File: src/hdl/dnsle_pkg.sv
// package with shared types and constants of the dns name label encoder
package dnsle_pkg;

   localparam int unsigned BYTE_W = 8;
   localparam logic [BYTE_W-1:0] DOT_CHAR = 8'h2e;
   localparam logic [BYTE_W-1:0] TERM_BYTE = 8'h00;

   // control handed from the sequencer to the row of label cells
   typedef struct packed {
      logic              load;
      logic              shift;
      logic [BYTE_W-1:0] data;
   } cell_ctl_type;

endpackage

File: src/hdl/dns_name_label_encoder.sv
// top level of the dns name label encoder
// Takes a dotted name one character per transaction (tlast marks the end of
// the name, its data ignored) and gives the DNS wire form one byte per
// transaction. Characters are taken one per cycle while idle into a chain of
// LABEL_LIMIT-1 cells. A dot or the end of the name flushes a non-empty label:
// the length byte, then each character as the chain shifts towards its head,
// during which no input is taken; the end of a name adds the zero terminator
// (tlast). A label reaching LABEL_LIMIT characters gives one result with tlast
// and tuser set, and input is then dropped until the end of that name.
module dns_name_label_encoder #(
   parameter int unsigned LABEL_LIMIT = 63
) (
   input  logic       clock,
   input  logic       reset,
   input  logic       req_tvalid,
   output logic       req_tready,
   input  logic [7:0] req_tdata,   // [7:0] char_in
   input  logic       req_tlast,   // end_of_name
   output logic       rsp_tvalid,
   input  logic       rsp_tready,
   output logic [7:0] rsp_tdata,   // [7:0] out_byte
   output logic       rsp_tlast,   // out_last
   output logic       rsp_tuser    // [0] label_error
);
   import dnsle_pkg::*;

   localparam int unsigned NUM_CELLS = LABEL_LIMIT - 1;
   localparam int unsigned LEN_W     = (LABEL_LIMIT > 2) ? $clog2(LABEL_LIMIT) : 1;

   cell_ctl_type      cell_ctl;
   logic [LEN_W-1:0]  len_q;
   logic [BYTE_W-1:0] cell_q [NUM_CELLS+1];

   // sequencer and result register
   dnsle_ctrl #(
      .LABEL_LIMIT (LABEL_LIMIT),
      .LEN_W       (LEN_W)
   ) u_ctrl (
      .clock      (clock),
      .reset      (reset),
      .req_tvalid (req_tvalid),
      .req_tready (req_tready),
      .req_tdata  (req_tdata),
      .req_tlast  (req_tlast),
      .rsp_tvalid (rsp_tvalid),
      .rsp_tready (rsp_tready),
      .rsp_tdata  (rsp_tdata),
      .rsp_tlast  (rsp_tlast),
      .rsp_tuser  (rsp_tuser),
      .head_char  (cell_q[0]),
      .cell_ctl   (cell_ctl),
      .len_q      (len_q)
   );

   // tail of the chain feeds zeros
   assign cell_q[NUM_CELLS] = '0;

   // row of label cells, cell 0 at the head
   for (genvar i = 0; i < NUM_CELLS; i++) begin : g_cell
      logic sel;
      assign sel = (len_q == LEN_W'(i));
      dnsle_cell u_cell (
         .clock  (clock),
         .ctl    (cell_ctl),
         .sel    (sel),
         .next_q (cell_q[i+1]),
         .q      (cell_q[i])
      );
   end

endmodule

File: src/hdl/dnsle_cell.sv
// one label character cell of the shift chain
module dnsle_cell (
   input  logic                       clock,
   input  dnsle_pkg::cell_ctl_type    ctl,
   input  logic                       sel,
   input  logic [dnsle_pkg::BYTE_W-1:0] next_q,
   output logic [dnsle_pkg::BYTE_W-1:0] q
);
   import dnsle_pkg::*;

   logic [BYTE_W-1:0] char_ff;
   logic [BYTE_W-1:0] char_in;

   // shift towards the head during a flush, else take a new character when loaded and selected, else hold
   always_comb begin
      char_in = char_ff;
      if (ctl.shift) begin
         char_in = next_q;
      end else if (ctl.load && sel) begin
         char_in = ctl.data;
      end
   end

   always_ff @(posedge clock) begin
      char_ff <= char_in;
   end

   assign q = char_ff;

endmodule

File: src/hdl/dnsle_ctrl.sv
// sequencer: input decode, label length, flush sequencing and result register
module dnsle_ctrl #(
   parameter int unsigned LABEL_LIMIT = 63,
   parameter int unsigned LEN_W       = 6
) (
   input  logic                         clock,
   input  logic                         reset,
   input  logic                         req_tvalid,
   output logic                         req_tready,
   input  logic [dnsle_pkg::BYTE_W-1:0] req_tdata,
   input  logic                         req_tlast,
   output logic                         rsp_tvalid,
   input  logic                         rsp_tready,
   output logic [dnsle_pkg::BYTE_W-1:0] rsp_tdata,
   output logic                         rsp_tlast,
   output logic                         rsp_tuser,
   input  logic [dnsle_pkg::BYTE_W-1:0] head_char,
   output dnsle_pkg::cell_ctl_type      cell_ctl,
   output logic [LEN_W-1:0]             len_q
);
   import dnsle_pkg::*;

   typedef enum logic [4:0] {
      ST_IDLE = 5'b00001,
      ST_LEN  = 5'b00010,
      ST_CHAR = 5'b00100,
      ST_TERM = 5'b01000,
      ST_ERR  = 5'b10000
   } state_type;

   localparam logic [LEN_W-1:0] LEN_FULL = LEN_W'(LABEL_LIMIT - 1);
   localparam logic [LEN_W-1:0] LEN_ONE  = LEN_W'(1);

   state_type         state_ff, state_in;
   logic [LEN_W-1:0]  len_ff, len_in;
   logic              disc_ff, disc_in;
   logic              term_ff, term_in;
   logic              valid_ff, valid_in;
   logic [BYTE_W-1:0] byte_ff, byte_in;
   logic              last_ff, last_in;
   logic              err_ff, err_in;
   logic              accept;
   logic              can_emit;

   assign req_tready = (state_ff == ST_IDLE);
   assign accept     = req_tvalid && req_tready;
   assign can_emit   = !valid_ff || rsp_tready;

   // next state, label length and result register
   always_comb begin
      state_in       = state_ff;
      len_in         = len_ff;
      disc_in        = disc_ff;
      term_in        = term_ff;
      valid_in       = valid_ff && !rsp_tready;
      byte_in        = byte_ff;
      last_in        = last_ff;
      err_in         = err_ff;
      cell_ctl.load  = 1'b0;
      cell_ctl.shift = 1'b0;
      cell_ctl.data  = req_tdata;
      unique case (state_ff)
         ST_IDLE: begin
            if (accept) begin
               priority if (req_tlast && disc_ff) begin
                  disc_in = 1'b0;
                  len_in  = '0;
               end else if (req_tlast) begin
                  term_in  = 1'b1;
                  state_in = (len_ff != '0) ? ST_LEN : ST_TERM;
               end else if (disc_ff) begin
                  disc_in = 1'b1;
               end else if (req_tdata == DOT_CHAR) begin
                  term_in = 1'b0;
                  if (len_ff != '0) begin
                     state_in = ST_LEN;
                  end
               end else if (len_ff >= LEN_FULL) begin
                  len_in   = '0;
                  disc_in  = 1'b1;
                  state_in = ST_ERR;
               end else begin
                  cell_ctl.load = 1'b1;
                  len_in        = len_ff + LEN_ONE;
               end
            end
         end
         ST_LEN: begin
            if (can_emit) begin
               valid_in = 1'b1;
               byte_in  = BYTE_W'(len_ff);
               last_in  = 1'b0;
               err_in   = 1'b0;
               state_in = ST_CHAR;
            end
         end
         ST_CHAR: begin
            if (can_emit) begin
               valid_in       = 1'b1;
               byte_in        = head_char;
               last_in        = 1'b0;
               err_in         = 1'b0;
               cell_ctl.shift = 1'b1;
               len_in         = len_ff - LEN_ONE;
               if (len_ff == LEN_ONE) begin
                  state_in = term_ff ? ST_TERM : ST_IDLE;
               end
            end
         end
         ST_TERM: begin
            if (can_emit) begin
               valid_in = 1'b1;
               byte_in  = TERM_BYTE;
               last_in  = 1'b1;
               err_in   = 1'b0;
               state_in = ST_IDLE;
            end
         end
         ST_ERR: begin
            if (can_emit) begin
               valid_in = 1'b1;
               byte_in  = TERM_BYTE;
               last_in  = 1'b1;
               err_in   = 1'b1;
               state_in = ST_IDLE;
            end
         end
         default: begin
            state_in = ST_IDLE;
         end
      endcase
   end

   // control registers
   always_ff @(posedge clock) begin
      if (reset) begin
         state_ff <= ST_IDLE;
         len_ff   <= '0;
         disc_ff  <= 1'b0;
         term_ff  <= 1'b0;
         valid_ff <= 1'b0;
      end else begin
         state_ff <= state_in;
         len_ff   <= len_in;
         disc_ff  <= disc_in;
         term_ff  <= term_in;
         valid_ff <= valid_in;
      end
   end

   // result payload
   always_ff @(posedge clock) begin
      byte_ff <= byte_in;
      last_ff <= last_in;
      err_ff  <= err_in;
   end

   assign rsp_tvalid = valid_ff;
   assign rsp_tdata  = byte_ff;
   assign rsp_tlast  = last_ff;
   assign rsp_tuser  = err_ff;
   assign len_q      = len_ff;

endmodule

File: config.mk
export PLATFORM = sky130hd
export DESIGN_NAME = dns_name_label_encoder
export DESIGN_NICKNAME = d
export VERILOG_FILES = /design/src/hdl/dnsle_pkg.sv /design/src/hdl/dns_name_label_encoder.sv /design/src/hdl/dnsle_cell.sv /design/src/hdl/dnsle_ctrl.sv
export SDC_FILE = /design/constraint.sdc
export NUM_CORES = 1
export LEC_CHECK = 0
export BUFFER_PORTS_ARGS = -buffer_cell sky130_fd_sc_hd__buf_2
export CAP_MARGIN = 20
export CORE_MARGIN = 2
export CORE_UTILIZATION = 40
export DETAILED_ROUTE_END_ITERATION = 10
export PLACE_DENSITY = 0.54
export SETUP_SLACK_MARGIN = 0.2
export SLEW_MARGIN = 0
export SYNTH_ARGS = -nofsm -noshare
export SYNTH_HDL_FRONTEND = slang
export SYNTH_SLANG_ARGS = --single-unit
File: constraint.sdc
create_clock -name clock -period 7.6 [get_ports clock]
set_clock_uncertainty 0.05 [all_clocks]
set_input_delay 0.76 -clock clock [delete_from_list [all_inputs] [get_ports clock]]
set_output_delay 0.76 -clock clock [all_outputs]
set_load 0.005 [all_outputs]
==> results.toml <==
[placement]
final_estimated_routing_congestion_in_global_placement = 0.765
io_buffers = 24
dpl-instance-area_um2 = 21800
hpwlAfterDp_um = 24600

[status]
outcome = "complete, no violations"

[cts]
number_of_levels_the_h_tree_was_split_into = 2
cts.sinks = 520
clock-root-buffer = "sky130_fd_sc_hd__clkbuf_16"
max-clock-path-buffers = 3
tritoncts.num_buffers = 53
cts.hold.buffers_added = 0
clk_transition_reported_paths_ns = 0.06
tritoncts = "done"
postCtsSetupRepairBufs = 0
clk_latency_ns = 0.59
post_cts_resize_count = 0

[critical_path]
start_kind = "register"
worstPathBufferInverterCount = 1
worst-path-max-fanout = 15
crit_chain = "inv_1 > ha_1 > nor2_1 > or2_2 > nor4b_4 > nand3_1 > o21ai_0"
critical-path-slowest-cell = "sky130_fd_sc_hd__o21ai_0"
criticalPathCategory = "register to register"
arrival_ns = 4.03
worst_path_dominant_cell_family = "simple AND/OR/NAND/NOR gates"
slowest_delay_ns = 1.11
worst_ep_required_time_ns = 7.76
worst_setup_path_end_kind = "register"

[floorplanning]
dieArea_um2 = 55000
io-pin-count = 25
fp.dieW_um = 235
initial_utilization = 0.405
placement_rows = 84
placeableCoreArea_um2 = 52600
die_height_um = 235

[global_route]
gr-total-overflow = 0
global_route_wire_length_before_repair_um = 69500
grt_max_degree = 234
grt_pass1_vias = 11700
antenna_found_initial = 1
gr-usage-all-layers = 0.164

[logic_synthesis]
post_synth_instance_area_um2 = 21300
synth_top_cell_area_share = 0.703
synth_top_cells_by_area = "sky130_fd_sc_hd__edfxtp_1, sky130_fd_sc_hd__a21o_1, sky130_fd_sc_hd__dfxtp_1"
count_of_unique_library_cells_instantiated_by_yosys = 61
ys_ff_latch = 520
syn_area_per_cell_um2 = 15.2
synthesis.yosys.warnings = 0
synth_largest_area_cell = "sky130_fd_sc_hd__edfxtp_1"
synth_sequential_area_ratio = 0.724
synthesis.instances = 1400
ys_async_sr_fraction = 0
post_synth_edffs = 498
mapped_nets = 1418
synth_top_flop_cell = "sky130_fd_sc_hd__edfxtp_1"

[cells_and_area]
n_antenna_cell = 0
layout-area-overhead-vs-synth_pct = 10.6
share_of_final_layout_standard_cells_stronger_than_drive_strength_1 = 0.105
finalInstanceArea_um2 = 23500
finalNetCount = 1392
layout.core_utilization = 0.448

[drt]
wl_per_cell_um = 21.3
drtAntennaViolNets = 0
detail_route.drc_violations = 0
finalWirelength_um = 44900
route.detailed.vias_per_inst = 5.51
vias = 11600
dr.first_iter.drc_count = 1082
dr_pass1_iterations = 5

[pwr]
power.combinational.fraction = 0.061
power.internal_mw = 4.74
pwr_density_cell_nw_per_um2 = 257
switchingPower_mw = 1.31
ir_drop_uv = 156
power_frac_seq = 0.530
power_mw = 6.05
power.share.clock = 0.409
static_power_due_to_leakage_nw = 9.77
power.share.switching = 0.217

[timing]
unrepaired_setup_endpoints_after_global_routing = "false"
timing.final.setup_violations = 0
max_freq_ghz = 0.258
worst_pin_slew_ns = 1.12
slew_headroom = 0.250
finalHoldViolCount = 0
slew_violations = 0
final_period_utilization = 0.510
fin_crit_ns = 3.87
fin_tns_setup_ns = 0

[run]
drv.max_cap_violation_count = 0

[worst_hold_path]
min_path_type = "input port to register"
[Yosys cell counts, drive strengths merged, types with 3 or more instances]
cell type and count:
edfxtp 498, nor4 4, nor2 30, o2111ai 3, a21oi 12, dfxtp 22
and3 3, o21ai 65, o31ai 3, and2 12, nand3 8, a21o 489
buf 70, nor2b 6, mux2i 10, nand2b 3, ha 5, nand2 26
clkbuf 69, inv 6, nor3 6, or3 5, a22o 7
[final cells by class]
cell class	count	area [µm²]
Clock buffer	83	1540
Clock inverter	16	100
Fill cell	4663	29000
Inverter	6	22.5
Multi-Input combinational cell	735	5240
Sequential cell	520	15400
Tap cell	688	861
Timing Repair Buffer	58	360
[metrics by stage]
stage	setup slack [ns]	instances	hold WS, ns
after floorplan	4.79	1400	0.402
after global placement	3.71	1987	0.435
after detailed placement	3.63	1988	0.439
after CTS	3.76	2087	0.348
after global routing	3.48	2106	0.403
final	3.73	2106	0.387
[power by group through the flow]
stage	sequential [mW]	clock (mW)	combinational, mW
after floorplan	3.24	0	0.272
after global placement	3.26	0	0.365
after detailed placement	3.26	0	0.368
after CTS	3.20	2.54	0.372
after global routing	3.20	2.65	0.406
final	3.20	2.47	0.369
[cell families after synthesis]
family / share of synthesized area
adders and majority gates: 0.00294
DFF: 0.724
muxes: 0.00471
buffers and inverters: 0.0303
AOI/OAI and AO/OA: 0.206
and+or+nand+nor: 0.0309
xor gates and xnor gates: 0.00124
[per-layer routing]
metal,global-route usage,part of all wire,vias up
met2,0.261,0.47,263
met3,0.0287,0.048,70
li1,-,-,5304
met1,0.227,0.46,5960
met5,0,0,-
met4,0.0556,0.025,0
[layout by cell type (no fill, tap or decap), types with 5 or more instances in the layout]
master,Yosys,final
sky130_fd_sc_hd__edfxtp_1,498,498
sky130_fd_sc_hd__a21o_1,489,489
sky130_fd_sc_hd__clkbuf_16,0,55
sky130_fd_sc_hd__buf_2,65,39
sky130_fd_sc_hd__o21ai_1,32,32
sky130_fd_sc_hd__o21ai_0,32,32
sky130_fd_sc_hd__nor2_1,30,29
sky130_fd_sc_hd__nand2_1,26,26
sky130_fd_sc_hd__clkbuf_1,69,22
sky130_fd_sc_hd__dfxtp_1,22,22
sky130_fd_sc_hd__a21oi_1,12,12
sky130_fd_sc_hd__buf_4,3,12
sky130_fd_sc_hd__mux2i_1,10,10
sky130_fd_sc_hd__clkinv_1,0,9
sky130_fd_sc_hd__and2_2,0,8
sky130_fd_sc_hd__a22o_1,7,7
sky130_fd_sc_hd__inv_1,6,6
sky130_fd_sc_hd__nor2b_1,6,6
sky130_fd_sc_hd__nand3_1,6,6
sky130_fd_sc_hd__clkbuf_8,0,6
sky130_fd_sc_hd__nor3_1,5,5
sky130_fd_sc_hd__or3_1,5,5
sky130_fd_sc_hd__ha_1,5,5
[path summary, 6_finish.rpt]
| path | depth (start not counted) | slack, ns | from | end |
|---|---|---|---|---|
| worst max register to register | 7 | 3.73 | u_ctrl.len_q[0] | g_cell[44].u_cell.q[3] |
| worst min-delay path | 3 | 0.39 | req_tdata[2] | g_cell[61].u_cell.q[2] |
| worst max-delay path | 7 | 3.73 | u_ctrl.len_q[0] | g_cell[44].u_cell.q[3] |
| worst min register to register | 2 | 0.45 | g_cell[61].u_cell.q[4] | g_cell[61].u_cell.q[4] |
[flip-flops by register name, indices dropped and copies added, names as in the netlist]
register,cells
u_ctrl.rsp_tuser,1
u_ctrl.len_q,6
g_cell.u_cell.q,496
u_ctrl.rsp_tdata,8
u_ctrl.rsp_tvalid,1
u_ctrl.disc_ff,1
u_ctrl.state_ff,5
u_ctrl.term_ff,1
u_ctrl.rsp_tlast,1
[worst register-to-register path, delay by kind of cell, from the launching register on]
family                     cells  cell delay, ns
adders and majority gates      1            0.28
buffers and inverters          1            0.16
AOI/OAI and AO/OA              1            1.11
and+or+nand+nor                4            1.39
DFF                            1            0.51
No activity file was read; power rests on OpenSTA's default activity.
